`src/hdl/jpeg_frame_header_checker_macros.svh`:
```
// Assertion macros shared by the frame header checker modules.
`ifndef JPEG_FRAME_HEADER_CHECKER_MACROS_SVH
`define JPEG_FRAME_HEADER_CHECKER_MACROS_SVH

// Same-cycle implication, disabled during reset.
`define JFHC_ASSERT_NOW(lbl, clk, rst, ante, cons) \
  lbl: assert property (@(posedge clk) disable iff (rst) (ante) |-> (cons)) \
    else $error("jfhc same-cycle check failed");

// Next-cycle implication, disabled during reset.
`define JFHC_ASSERT_NEXT(lbl, clk, rst, ante, cons) \
  lbl: assert property (@(posedge clk) disable iff (rst) (ante) |=> (cons)) \
    else $error("jfhc next-cycle check failed");

`endif

```
`src/hdl/jfhc_pkg.sv`:
```
// Types, constants and codes for the JPEG frame header checker.
package jfhc_pkg;

  // File length handling
  localparam int MAX_FILE_BYTES = 131072;
  localparam int LEN_W          = 18;

  // Queue between classifier and segment walker
  localparam int QDEPTH = 4;
  localparam int PTR_W  = $clog2(QDEPTH);
  localparam int CNT_W  = $clog2(QDEPTH + 1);

  // Configuration register indexes
  localparam int IDX_W = 1;
  localparam logic [IDX_W-1:0] REG_TARGET_WIDTH  = 1'd0;
  localparam logic [IDX_W-1:0] REG_TARGET_HEIGHT = 1'd1;
  localparam logic [15:0] TARGET_WIDTH_RST  = 16'd480;
  localparam logic [15:0] TARGET_HEIGHT_RST = 16'd240;

  // Marker codes
  localparam logic [7:0] BYTE_FILL   = 8'hff;
  localparam logic [7:0] MARK_SOI    = 8'hd8;
  localparam logic [7:0] MARK_EOI    = 8'hd9;
  localparam logic [7:0] MARK_SOS    = 8'hda;
  localparam logic [7:0] MARK_SOF0   = 8'hc0;
  localparam logic [7:0] MARK_SOF2   = 8'hc2;
  localparam logic [7:0] MARK_RST0   = 8'hd0;
  localparam logic [7:0] MARK_RST7   = 8'hd7;
  localparam logic [7:0] MARK_TEM    = 8'h01;

  // Verdict and cause codes
  localparam logic [1:0] VERDICT_NONE        = 2'd0;
  localparam logic [1:0] VERDICT_BASELINE    = 2'd1;
  localparam logic [1:0] VERDICT_PROGRESSIVE = 2'd2;

  localparam logic [2:0] CAUSE_NO_SOI   = 3'd0;
  localparam logic [2:0] CAUSE_RAN_OUT  = 3'd1;
  localparam logic [2:0] CAUSE_END      = 3'd2;
  localparam logic [2:0] CAUSE_BAD_LEN  = 3'd3;
  localparam logic [2:0] CAUSE_MISMATCH = 3'd4;
  localparam logic [2:0] CAUSE_MATCH    = 3'd5;

  // Segment walker phases
  typedef enum logic [2:0] {
    PH_IDLE,
    PH_SOI1,
    PH_SEEK,
    PH_FILL,
    PH_LENHI,
    PH_LENLO,
    PH_SKIP,
    PH_FRAME
  } phase_t;

  // Input item
  typedef struct packed {
    logic [7:0]       byte_value;
    logic [LEN_W-1:0] file_length;
    logic             first_byte;
  } item_t;

  // Result item
  typedef struct packed {
    logic [1:0] verdict;
    logic [2:0] cause;
  } result_t;

  // Classified byte as it sits in the queue
  typedef struct packed {
    logic [7:0]       byte_value;
    logic [LEN_W-1:0] file_length;
    logic             first_byte;
    logic             is_ff;
    logic             is_soi;
    logic             is_end;
    logic             is_standalone;
    logic             is_sof;
    logic             is_baseline;
  } work_t;

  // Queue status toward both sides
  typedef struct packed {
    logic empty;
    logic full;
  } queue_status_t;

endpackage

```
`src/hdl/jfhc_back.sv`:
```
// Segment walker: runs the marker scan on queued bytes and holds the verdict.
`include "jpeg_frame_header_checker_macros.svh"

module jfhc_back (
  input  logic                          clk,
  input  logic                          rst,
  input  logic                          wr_en,
  input  logic [jfhc_pkg::IDX_W-1:0]    wr_index,
  input  logic [15:0]                   wr_data,
  input  jfhc_pkg::queue_status_t       q_status,
  input  jfhc_pkg::work_t               w,
  output logic                          pop,
  output logic                          result_valid,
  input  logic                          result_stall,
  output jfhc_pkg::result_t             result
);

  localparam int EW = jfhc_pkg::LEN_W + 1;

  // Walker state
  jfhc_pkg::phase_t            phase, phase_next;
  logic [jfhc_pkg::LEN_W-1:0]  pos, pos_next;
  logic                        mark_sof, mark_sof_next;
  logic                        mark_base, mark_base_next;
  logic [7:0]                  len_hi, len_hi_next;
  logic [15:0]                 skip, skip_next;
  logic [15:0]                 fh, fh_next;
  logic [7:0]                  fw_hi, fw_hi_next;
  logic [15:0]                 tgt_w;
  logic [15:0]                 tgt_h;

  // Decision for the current byte
  logic       fin;
  logic [1:0] res_verdict;
  logic [2:0] res_cause;

  // Shared compares
  logic [7:0]  b;
  logic [EW-1:0] n_e;
  logic [EW-1:0] nxt_e;
  logic [15:0] seg_len;
  logic        past_end, room_seg, at_end, len_short, len_bad, frame_go, size_ok;

  assign pop = !q_status.empty && (!result_valid || !result_stall);

  assign b         = w.byte_value;
  assign n_e       = {1'b0, w.file_length};
  assign nxt_e     = {1'b0, pos} + 1'b1;
  assign seg_len   = {len_hi, b};
  assign past_end  = (pos >= w.file_length);
  assign room_seg  = (nxt_e + EW'(8)) < n_e;
  assign at_end    = (nxt_e >= n_e);
  assign len_short = (nxt_e + EW'(2)) > n_e;
  assign len_bad   = (seg_len < 16'd2) ||
                     (({1'b0, pos} - 1'b1 + EW'(seg_len)) > n_e);
  assign frame_go  = mark_sof && (seg_len >= 16'd7);
  assign size_ok   = ({fw_hi, b} == tgt_w) && (fh == tgt_h);

  // Verdict decision
  always_comb begin
    fin         = 1'b0;
    res_verdict = jfhc_pkg::VERDICT_NONE;
    res_cause   = jfhc_pkg::CAUSE_NO_SOI;
    if (w.first_byte) begin
      if ((w.file_length < jfhc_pkg::LEN_W'(4)) || !w.is_ff) begin
        fin       = 1'b1;
        res_cause = jfhc_pkg::CAUSE_NO_SOI;
      end
    end else if (phase != jfhc_pkg::PH_IDLE) begin
      if (past_end) begin
        fin       = 1'b1;
        res_cause = jfhc_pkg::CAUSE_RAN_OUT;
      end else begin
        case (phase)
          jfhc_pkg::PH_SOI1: begin
            if (!w.is_soi) begin
              fin       = 1'b1;
              res_cause = jfhc_pkg::CAUSE_NO_SOI;
            end else if (!room_seg) begin
              fin       = 1'b1;
              res_cause = jfhc_pkg::CAUSE_RAN_OUT;
            end
          end
          jfhc_pkg::PH_SEEK: begin
            if (w.is_ff ? at_end : !room_seg) begin
              fin       = 1'b1;
              res_cause = jfhc_pkg::CAUSE_RAN_OUT;
            end
          end
          jfhc_pkg::PH_FILL: begin
            if (w.is_ff) begin
              if (at_end) begin
                fin       = 1'b1;
                res_cause = jfhc_pkg::CAUSE_RAN_OUT;
              end
            end else if (w.is_end) begin
              fin       = 1'b1;
              res_cause = jfhc_pkg::CAUSE_END;
            end else if (w.is_standalone ? !room_seg : len_short) begin
              fin       = 1'b1;
              res_cause = jfhc_pkg::CAUSE_RAN_OUT;
            end
          end
          jfhc_pkg::PH_LENLO: begin
            if (len_bad) begin
              fin       = 1'b1;
              res_cause = jfhc_pkg::CAUSE_BAD_LEN;
            end else if (!frame_go && (seg_len == 16'd2) && !room_seg) begin
              fin       = 1'b1;
              res_cause = jfhc_pkg::CAUSE_RAN_OUT;
            end
          end
          jfhc_pkg::PH_SKIP: begin
            if ((skip == 16'd1) && !room_seg) begin
              fin       = 1'b1;
              res_cause = jfhc_pkg::CAUSE_RAN_OUT;
            end
          end
          jfhc_pkg::PH_FRAME: begin
            if (skip >= 16'd6) begin
              fin = 1'b1;
              if (size_ok) begin
                res_cause   = jfhc_pkg::CAUSE_MATCH;
                res_verdict = mark_base ? jfhc_pkg::VERDICT_BASELINE
                                        : jfhc_pkg::VERDICT_PROGRESSIVE;
              end else begin
                res_cause = jfhc_pkg::CAUSE_MISMATCH;
              end
            end
          end
          default: fin = 1'b0;
        endcase
      end
    end
  end

  // Next walker state
  always_comb begin
    phase_next     = phase;
    pos_next       = pos;
    mark_sof_next  = mark_sof;
    mark_base_next = mark_base;
    len_hi_next    = len_hi;
    skip_next      = skip;
    fh_next        = fh;
    fw_hi_next     = fw_hi;
    if (w.first_byte) begin
      pos_next       = jfhc_pkg::LEN_W'(1);
      mark_sof_next  = 1'b0;
      mark_base_next = 1'b0;
      len_hi_next    = '0;
      skip_next      = '0;
      fh_next        = '0;
      fw_hi_next     = '0;
      phase_next     = jfhc_pkg::PH_SOI1;
    end else if ((phase != jfhc_pkg::PH_IDLE) && !past_end) begin
      pos_next = nxt_e[jfhc_pkg::LEN_W-1:0];
      case (phase)
        jfhc_pkg::PH_SOI1: phase_next = jfhc_pkg::PH_SEEK;
        jfhc_pkg::PH_SEEK: phase_next = w.is_ff ? jfhc_pkg::PH_FILL : jfhc_pkg::PH_SEEK;
        jfhc_pkg::PH_FILL: begin
          if (!w.is_ff) begin
            mark_sof_next  = w.is_sof;
            mark_base_next = w.is_baseline;
            phase_next     = w.is_standalone ? jfhc_pkg::PH_SEEK : jfhc_pkg::PH_LENHI;
          end
        end
        jfhc_pkg::PH_LENHI: begin
          len_hi_next = b;
          phase_next  = jfhc_pkg::PH_LENLO;
        end
        jfhc_pkg::PH_LENLO: begin
          if (frame_go) begin
            skip_next  = 16'd2;
            phase_next = jfhc_pkg::PH_FRAME;
          end else begin
            skip_next  = seg_len - 16'd2;
            phase_next = (seg_len == 16'd2) ? jfhc_pkg::PH_SEEK : jfhc_pkg::PH_SKIP;
          end
        end
        jfhc_pkg::PH_SKIP: begin
          skip_next = skip - 16'd1;
          if (skip == 16'd1) phase_next = jfhc_pkg::PH_SEEK;
        end
        jfhc_pkg::PH_FRAME: begin
          if (skip == 16'd3)      fh_next    = {b, 8'h00};
          else if (skip == 16'd4) fh_next    = {fh[15:8], b};
          else if (skip == 16'd5) fw_hi_next = b;
          skip_next = skip + 16'd1;
        end
        default: phase_next = jfhc_pkg::PH_IDLE;
      endcase
    end
    // A verdict ends the file
    if (fin) phase_next = jfhc_pkg::PH_IDLE;
  end

  // Walker registers
  always_ff @(posedge clk) begin
    if (rst) begin
      phase     <= jfhc_pkg::PH_IDLE;
      pos       <= '0;
      mark_sof  <= 1'b0;
      mark_base <= 1'b0;
      len_hi    <= '0;
      skip      <= '0;
      fh        <= '0;
      fw_hi     <= '0;
    end else if (pop) begin
      phase     <= phase_next;
      pos       <= pos_next;
      mark_sof  <= mark_sof_next;
      mark_base <= mark_base_next;
      len_hi    <= len_hi_next;
      skip      <= skip_next;
      fh        <= fh_next;
      fw_hi     <= fw_hi_next;
    end
  end

  // Target size registers
  always_ff @(posedge clk) begin
    if (rst) begin
      tgt_w <= jfhc_pkg::TARGET_WIDTH_RST;
      tgt_h <= jfhc_pkg::TARGET_HEIGHT_RST;
    end else if (wr_en) begin
      case (wr_index)
        jfhc_pkg::REG_TARGET_WIDTH:  tgt_w <= wr_data;
        jfhc_pkg::REG_TARGET_HEIGHT: tgt_h <= wr_data;
        default: tgt_w <= tgt_w;
      endcase
    end
  end

  // Result output register
  always_ff @(posedge clk) begin
    if (rst) begin
      result_valid <= 1'b0;
    end else if (!result_valid || !result_stall) begin
      result_valid <= pop && fin;
    end
  end

  always_ff @(posedge clk) begin
    if (pop && fin) begin
      result.verdict <= res_verdict;
      result.cause   <= res_cause;
    end
  end

  `JFHC_ASSERT_NEXT(a_fin_idles, clk, rst, pop && fin, result_valid && (phase == jfhc_pkg::PH_IDLE))
  `JFHC_ASSERT_NOW(a_verdict_only_on_match, clk, rst, result_valid && (result.cause != jfhc_pkg::CAUSE_MATCH), result.verdict == jfhc_pkg::VERDICT_NONE)

endmodule

```
`config.mk`:
```
export PLATFORM = sky130hd
export DESIGN_NAME = jfhc_back
export DESIGN_NICKNAME = d
export VERILOG_FILES = /design/src/hdl/jfhc_pkg.sv /design/src/hdl/jfhc_back.sv
export VERILOG_INCLUDE_DIRS = /design/src /design/src/hdl
export SDC_FILE = /design/constraint.sdc
export NUM_CORES = 1
export LEC_CHECK = 0
export BUFFER_PORTS_ARGS = -buffer_cell sky130_fd_sc_hd__buf_2
export CAP_MARGIN = 15
export CORE_AREA = 4 4 138 140
export DETAILED_ROUTE_END_ITERATION = 8
export DIE_AREA = 0 0 142 144
export GPL_TIMING_DRIVEN = 0
export HOLD_SLACK_MARGIN = 0.08
export PLACE_DENSITY = 0.83
export SYNTH_ARGS = -nofsm -noshare
export SYNTH_HDL_FRONTEND = slang
export SYNTH_SLANG_ARGS = --single-unit
```
`constraint.sdc`:
```
create_clock -name clk -period 5.09 [get_ports clk]
set_input_delay 0.2545 -clock clk [delete_from_list [all_inputs] [get_ports clk]]
set_output_delay 0.2545 -clock clk [all_outputs]
set_load 0.005 [all_outputs]
```
# Word-level counts from Yosys, hierarchy flattened
# Cells that the tools add are included.
[word_totals]
reg_bits = 109
in_bits = 56
out_inout_bits = 7
elab_cells = 169
[classes]
add_sub_neg = 8
magnitude_cmp = 9
eq_ne = 20
n_mux = 71
n_bitwise = 5
reduce_logical = 41
[ops]
columns = ["op", "count"]
rows = [
  ["2-to-1 mux 16 bit", 7],
  ["2-to-1 mux 8 bit", 10],
  ["one-hot mux 16 bit (3 select lines)", 1],
  ["greater-than comparator 19 x 18 -> 1 bit", 2],
  ["2-to-1 mux 18 bit", 2],
  ["2-to-1 mux 1 bit", 35],
  ["== test 16 bit", 2],
  ["== test 16 x 2 -> 1 bit, second input constant", 2],
  ["== test 16 x 3 -> 1 bit, second input constant", 2],
  ["greater-or-equal comparator 16 x 3 -> 1 bit, second input constant", 2],
  ["2-to-1 mux 3 bit", 10],
  ["one-hot mux 3 bit (7 select lines)", 1],
  ["adder 18 x 1 -> 19 bit, second input constant", 1],
  ["adder 19 x 16 -> 19 bit", 1],
  ["adder 19 x 2 -> 19 bit, second input constant", 1],
  ["adder 19 x 4 -> 19 bit, second input constant", 1],
  ["greater-or-equal comparator 19 x 18 -> 1 bit", 1],
  ["less-than comparator 19 x 18 -> 1 bit", 1],
  ["subtractor 18 x 1 -> 19 bit, second input constant", 1],
  ["greater-or-equal comparator 18 bit", 1],
  ["less-than comparator 18 x 3 -> 1 bit, second input constant", 1],
  ["one-hot mux 3 bit (6 select lines)", 1],
  ["adder 16 x 1 -> 16 bit, second input constant", 1],
  ["== test 16 x 1 -> 1 bit, second input constant", 1],
  ["other kinds (27)", 66],
]

# Depth between registers and ports, before layout
# Gate-level depths: netlist of the first run.
[logic_depth]
ltp_word = 14
ltp_mapped = 27
ltp_nobuf = 26

# Worst setup path after synthesis of the first run
# OpenSTA, ideal clock, no wires.
[synth_path]
path_type = "reg-to-reg"
start = "register pos[1] (netlist bit)"
end = "register result[0] (netlist bit) (enable)"
setup_time_ps = 314
t_arrival_ps = 4982
t_required_ps = 4776
slack_ps = -206
stages_incl_launch_ff = 26
path_buffers = 1
period_less_slack_ps = 5296
path_cell_list = "dfxtp_1 clkbuf_1 inv_1 ha_1 inv_1 ha_1 fa_1 a21o_1 a21oi_1 o21bai_1 a21oi_1 o21ai_0 a211oi_1 o21ai_0 a41o_1 a21oi_1 xnor2_1 ha_1 and3_1 a31oi_1 a21oi_1 a211oi_1 nor4_2 a21boi_2 o21ba_2 and2_1"
[synth_between]
elab_chain_cells = 13
elab_cells_between_ends = 31
classes_between = "add/sub (5); order compare (5); mux (16); reduce/logical (5)"
[synth_lines]
columns = ["element", "line", "rtl"]
rows = [
  ["start: declaration", "jfhc_back.sv:22", "logic [jfhc_pkg::LEN_W-1:0] pos, pos_next;"],
  ["start signal: assignment", "jfhc_back.sv:211", "pos <= pos_next;"],
  ["adder 18 x 1 -> 19 bit", "jfhc_back.sv:48", "assign nxt_e = {1'b0, pos} + 1'b1;"],
  ["adder 19 x 4 -> 19 bit", "jfhc_back.sv:51", "assign room_seg = (nxt_e + EW'(8)) < n_e;"],
  ["less-than comparator 19 x 18 -> 1 bit", "jfhc_back.sv:51", ""],
  ["logical NOT 1 bit", "n/a", ""],
  ["2-to-1 mux 1 bit (2 in a row)", "jfhc_back.sv:99", "end else if (w.is_standalone ? !room_seg : len_short) begin"],
  ["2-to-1 mux 1 bit", "jfhc_back.sv:96", "end else if (w.is_end) begin"],
  ["2-to-1 mux 1 bit", "jfhc_back.sv:91", "if (w.is_ff) begin"],
  ["one-hot mux 1 bit (6 select lines)", "jfhc_back.sv:74", "case (phase)"],
  ["2-to-1 mux 1 bit (*)", "jfhc_back.sv:70", "if (past_end) begin"],
  ["2-to-1 mux 1 bit (*)", "jfhc_back.sv:69", "end else if (phase != jfhc_pkg::PH_IDLE) begin"],
  ["2-to-1 mux 1 bit (*)", "jfhc_back.sv:64", "if (w.first_byte) begin"],
  ["logical AND 1 bit (*)", "jfhc_back.sv:245", "if (pop && fin) begin"],
  ["end: declaration", "jfhc_back.sv:15", "output jfhc_pkg::result_t result"],
]
# Every way passes the cells marked *; elsewhere a longest branch is shown, timed or not.
# A chain may end at the register's enable or synchronous reset.

# Worst setup path after layout of the first run
[layout_path]
start = "register pos[1] (netlist bit)"
end = "register result[4] (netlist bit) (enable)"
# The elaborated chain is that of the path after synthesis.

==> reports/results.ini, run 1 <==
[detailed_routing]
vias_per_cell=6.25
routed-via-count=10268
highest_layer=met4
drc=0
routed_wirelength_um=30900
dr_wl_met2_um=13600
wire_per_inst_um=18.8
drtIter0Drc=1019
wl_met3_um=3190
drtPass1Iterations=6
wl_met1_um=12900
detail-route-antenna-nets=0

[hold_path]
hp-class=primary input to flip-flop
worstHoldStart=wr_data[7]

[yosys]
yosys-mux-area-fraction=0.0262
syn-num-nets=1506
netlist.area_leader.share=0.209
synth_warnings=0
synth_xor_area_frac=0.0916
yosys.area_share.simple=0.243
ys_types=75
synth.cell_area_sq_um=9940
synth_fa_ha_area_frac=0.166
synth_area_leader_cell=dfxtp_1
synth_compound_area_frac=0.188
synth-async-reset-ratio=0
ys.flop_type=dfxtp_1
synth_edf_count=5
synth_cells=1319
syn_avg_cell_area_sq_um=7.54
synth_seq_area_share=0.225
ys_ff_latch=109
synth_top_family_by_area=simple AND/OR/NAND/NOR gates
synth.area.top_cells=dfxtp_1 (21%), ha_1 (16%), a21oi_1 (5.6%)

[power]
power_frac_seq=0.398
cellLeakagePower_nw=4.84
power.density_nw_per_um2=201
intPower_w=0.00154
clockPowerShare=0.368
switchingPower_w=0.000717
ir_worst_vdd_mv=0.186
power_frac_comb=0.234
swShare=0.318

[placed_design]
dp_hpwl_um=23600
gp_congestion=0.993
preCtsSetupSlack_ns=-0.663
portBuffers=61

[grt]
grt_max_degree=21
grt.overflow.total=0
antenna_found_initial=0
globalRouteTotalUtil=0.298
grt_pass1_wl_um=49100
grt_pass1_vias=9478

[run]
maxCapViolCount=0

[layout]
syn2layout_area_growth_pct=12.7
n_antenna_cell=0
drive_above_1_share=0.112
fillCellCount=1498
final_nets=1597

[floorplan]
fp.dieArea_sq_um=20400
start_util=0.557
rows=49
die_w_um=142
io_pins=63
core-area_sq_um=17800
die_h_um=144

[sta]
final.setup.worst_slack_ns=-0.204
fin_crit_ns=5.29
drv_slew=0
finalHoldViolations=0
finClkSkew_ns=0.0121
slew_headroom=0.398
holdWs_ns=0.117
setup_viol=10
worst_pin_slew_ns=0.900
timing.final.crit_share=1.04
fmax_mhz=189
rsz0062_at_grt=yes

[outcome]
status=complete, but fails checks
violations=setup timing

[worst_setup_path]
crit_path_frequent_cell=a21oi_2
cp_top_family=compound AO/OA/AOI/OAI gates
cp-end-kind=flip-flop
critPathBufInv=4
start_kind=flip-flop
path_class=flip-flop to flip-flop
cpMaxStageDelayCell=nor4_2
reg2reg_from=pos[1]
critPathArrivalTime_ns=5.43
crit_fanout=5
startpoint=pos[1]
worstPathRequired_ns=5.23
slowest_delay_ns=0.39

[clocking]
cts-root-buf=clkbuf_16
clock_latency_ns=0.37
cts_sinks=109
cts_buffers=9
cts_tree=built
clk_pin_slew_ns=0.08
cts.path.max_buffers=2
cts-hold-fix-buffers=0
h-tree-depth=3

[cell usage after synthesis, types with 14 or more instances]
cell type / count
a211oi_1: 16
a21o_1: 14
a21oi_1: 111
a22oi_1: 16
a31oi_1: 17
clkbuf_1: 46
dfxtp_1: 104
ha_1: 130
inv_1: 104
mux2i_1: 26
nand2_1: 138
nand3_1: 49
nand3b_1: 14
nand4_1: 27
nor2_1: 127
nor3_1: 45
nor4_1: 20
o21ai_0: 48
xnor2_1: 53
xor2_1: 51
[final cells by class]
class                   instances  area (sq um)  share of cell area
multi-input cells            1049          7240               0.646
flip-flops and latches        109          2240               0.199
inverters                     105           399              0.0356
clock inverters                 6           115              0.0103
clock buffers                  10           229              0.0204
repair buffers                 80           448              0.0400
well taps                     229           287              0.0256
plain buffers                  56           254              0.0227
[power by group through the flow]
| stage | combinational (W) | sequential [W] | clock (W) |
|---|---|---|---|
| after CTS | 0.000498 | 0.000898 | 0.000831 |
| after detailed placement | 0.000475 | 0.000918 | 0 |
| after global placement | 0.000463 | 0.000917 | 0 |
| after floorplan | 0.000340 | 0.000913 | 0 |
| after global routing | 0.000585 | 0.000901 | 0.000866 |
| final | 0.000529 | 0.000899 | 0.000831 |
[placed cells by master (no fill, tap or decap), types with 16 or more instances in the layout]
cell      instances
xnor2_1          52
dfxtp_1         101
xor2_1           51
buf_4            20
mux2i_1          26
ha_1            126
nor2_1          126
a31oi_1          16
nand4_1          27
o21ai_0          44
inv_1           101
nor3_1           43
nand3_1          49
nor4_1           20
nand2_1         138
a22oi_1          16
a21oi_1         106
buf_2            67
clkbuf_1         44
[flip-flops by register name (all words and copies together) (netlist names)]
register	count
len_hi	8
skip	16
phase	3
result	5
pos	18
fh	16
mark_sof	1
tgt_w	16
tgt_h	16
fw_hi	8
result_valid	1
mark_base	1
[path summary, 6_finish.rpt]
path,cells after the start,slack [ns],end
max,27,-0.20,result[4]
min,3,0.12,tgt_w[7]
max reg2reg,27,-0.20,result[4]
min reg2reg,2,0.47,fh[12]
[repair_timing]
item | CTS | global route
gates cloned | 0 | 0
endpoints found under the setup margin | 10 | 11
pin swaps | 16 | 21
endpoints found under the hold margin | 0 | 0
buffers inserted | 9 | 10
resized for setup | 20 | 26
[layer usage]
| metal | vias to the layer above | global-route usage |
|---|---|---|
| met4 | 0 | 0.115 |
| met2 | 560 | 0.471 |
| met1 | 4713 | 0.396 |
| met5 | - | 0 |
| li1 | 4883 | - |
| met3 | 112 | 0.0665 |
[kinds of logic after synthesis]
| group | after synthesis |
|---|---|
| AO/OA/AOI/OAI | 291 |
| AND/OR/NAND/NOR | 497 |
| flip-flops | 109 |
| buffers and inverters | 161 |
| adder cells (fa/ha/maj) | 131 |
| XOR/XNOR | 104 |
| multiplexers | 26 |
[metrics by stage]
stage | setup TNS, ns | instances | total power [W] | util | area, sq um
CTS | 0 | 1634 | 0.00223 | 0.619 | 11000
global route | -4.39 | 1644 | 0.00235 | 0.628 | 11200
finish | -1.71 | 1644 | 0.00226 | 0.628 | 11200
detailed placement | -5.15 | 1609 | 0.00139 | 0.592 | 10600
floorplan | 0 | 1319 | 0.00125 | - | 9970
global placement | -4.71 | 1609 | 0.00138 | 0.592 | 10600
[tightest hold or removal path, stage by stage]
cell and delay (ns):
buf_2 0.09, nand2_1 0.04, nand3b_1 0.06
(Power assumes the default switching activity.)
==> run 2: changes to the inputs <==
==> constraint.sdc (replaced) <==
create_clock -name clk -period 5.09 [get_ports clk]
set_input_delay 1.018 -clock clk [delete_from_list [all_inputs] [get_ports clk]]
set_output_delay 1.018 -clock clk [all_outputs]
set_load 0.005 [all_outputs]
==> run 2 against run 1 <==
Against the previous run:
- the flow still finishes with violations (setup timing)
- clock power down 4.3%
- cell area shrank 0.50%
- via count up 0.17%
- sequential share of layout area up 0.067 points
- final cell count down 0.12%
- wire length barely moved
- critical path depth stayed put
- setup slack got worse by 0.41 ns
- worst hold slack improved by 0.35 ns
- non-clock buffer count fell by 2
- critical path type is now primary input to flip-flop
- critical endpoint is now result[0]
==> reports/results.ini, run 2 (synthesized netlist as in run 1, its figures left out) <==
[worst_setup_path]
path_class=primary input to flip-flop
slowest_delay_ns=0.40
critPathBufInv=4
reg2reg_to=result[0]
cp_top_family=compound AO/OA/AOI/OAI gates
cp-end-kind=flip-flop
crit_path_frequent_cell=a21oi_2
crit_fanout=5
start_kind=primary input
worstPathRequired_ns=5.23
reg2reg_depth=27
reg2reg_from=pos[1]
cpMaxStageDelayCell=nor4_2
r2r_slack_ns=-0.46
critPathArrivalTime_ns=5.84

[clocking]
clock_latency_ns=0.37
cts_buffers=9
cts_sinks=109
h-tree-depth=3
cts_tree=built
clk_pin_slew_ns=0.08
cts-root-buf=clkbuf_16
cts.path.max_buffers=2

[detailed_routing]
drtIter0Drc=1243
detail-route-antenna-nets=0
wire_per_inst_um=18.8
wl_met1_um=13300
routed-via-count=10285
routed_wirelength_um=30900
wl_met3_um=2720
highest_layer=met4
vias_per_cell=6.26
drc=0
drtPass1Iterations=6
dr_wl_met2_um=13900

[outcome]
violations=setup timing
status=complete, but fails checks

[sta]
worst_pin_slew_ns=0.859
setup_viol=11
slew_headroom=0.425
fin_crit_ns=5.71
fmax_mhz=175
finClkSkew_ns=0.0105
finalSetupTns_ns=-5.89
final.setup.worst_slack_ns=-0.617
drv_slew=0
timing.final.crit_share=1.12
rsz0062_at_grt=yes
finalHoldViolations=0

[grt]
grt_max_degree=22
grt_pass1_wl_um=48900
antenna_found_initial=0
grt.overflow.total=0
grt_pass1_vias=9505
globalRouteTotalUtil=0.297

[placed_design]
portBuffers=61
gp_congestion=0.951
placed_cell_area_sq_um=10600
dp_hpwl_um=23700

[floorplan]
die_w_um=142
start_util=0.557
die_h_um=144
rows=49
io_pins=63
fp.dieArea_sq_um=20400
core-area_sq_um=17800

[hold_path]
hold_path_end=tgt_h[2]
holdPathStages=2
worstHoldStart=tgt_h[2]
hp-class=flip-flop to flip-flop

[layout]
largest_register_ff_count=18
final_cell_mix=nand2_1 (138), ha_1 (127), nor2_1 (126)
seq_area_sq_um=2230
fillCellCount=1535
final_core_util=0.625
syn2layout_area_growth_pct=12.2
fin_area_sq_um=11200
multiInputGateArea_sq_um=7220
drive_above_1_share=0.108
regMostFlops=pos
final_nets=1595
final_common_cell=nand2_1
n_antenna_cell=0

[power]
power.density_nw_per_um2=200
cellLeakagePower_nw=4.81
ir_worst_vdd_mv=0.170

[run]
maxCapViolCount=0

==> run 2: changes by cell type in the layout (fill, tap and decap cells not counted), moves of 2 or more <==
cell,before,now
buf_4,20,16
dfxtp_1,101,104
dfxtp_2,3,0
inv_2,1,3
inv_4,2,0
inv_8,2,0
==> run 2: routing by layer <==
metal | up-vias | global-route usage
li1 | 4883 | -
met1 | 4785 | 0.402
met2 | 544 | 0.482
met3 | 73 | 0.0513
met4 | 0 | 0.0949
met5 | - | 0
==> run 2: how the worst max path moves through the flow <==
stage	startpoint	end	slack (ns)	depth (start not counted)
6_report	w[26]	result[0]	-0.62	27
5_1_grt	w[26]	phase[0]	-0.76	27
4_1_cts	w[26]	phase[0]	-0.37	27
3_5_place_dp	w[26]	result[1]	-1.17	27
3_3_place_gp	w[26]	result[1]	-1.11	27
2_1_floorplan	w[26]	result[0]	-0.33	25
==> run 2: layout make-up <==
class,instances,share of cell area
Multi-Input combinational cell,1049,0.648
Sequential cell,109,0.200
Timing Repair Buffer,78,0.0407
Inverter,105,0.0357
Tap cell,229,0.0257
Clock buffer,9,0.0202
Buffer,56,0.0201
Clock inverter,7,0.00976
==> run 2: stage by stage <==
step / hold WS (ns) / total power, W / std cells / setup WS (ns)
floorplan: 0.443 / 0.00126 / 1319 / -0.330
global placement: 0.451 / 0.00139 / 1609 / -1.11
detailed placement: 0.462 / 0.00140 / 1609 / -1.17
CTS: 0.474 / 0.00220 / 1635 / -0.371
global route: 0.483 / 0.00231 / 1642 / -0.764
finish: 0.471 / 0.00222 / 1642 / -0.617
==> run 2: where the power goes <==
group	internal, W	switching (W)	total (W)
registers	0.000880	0.0000183	0.000898
logic	0.000214	0.000318	0.000532
clock network	0.000402	0.000393	0.000795
==> run 2: repair_timing <==
| action | CTS | global route |
|---|---|---|
| buffers inserted | 11 | 7 |
| cloned | 0 | 0 |
| gates resized for setup | 17 | 11 |
| hold buffers | 0 | 0 |
| pin swaps | 26 | 19 |
| endpoints found under the hold margin | 0 | 0 |
| endpoints found under the setup margin | 11 | 11 |
==> run 2: worst reg2reg max path, stage by stage, from the launching register on <==
cell and delay (ns):
dfxtp_1 0.37, clkbuf_2 0.24, inv_1 0.11, ha_4 0.27
inv_2 0.03, ha_4 0.15, fa_2 0.36, a21o_1 0.19
a21oi_2 0.17, o21bai_1 0.12, a21oi_2 0.18, o21ai_2 0.10
a211oi_2 0.27, nor2_1 0.10, o21a_1 0.22, nor2_2 0.10
xnor2_1 0.08, ha_1 0.34, nand4_1 0.16, nor3_2 0.31
a31oi_1 0.15, a21oi_2 0.18, a211oi_2 0.10, nor4_2 0.40
buf_4 0.18, a21boi_2 0.05, o21ba_4 0.19, and2_4 0.17
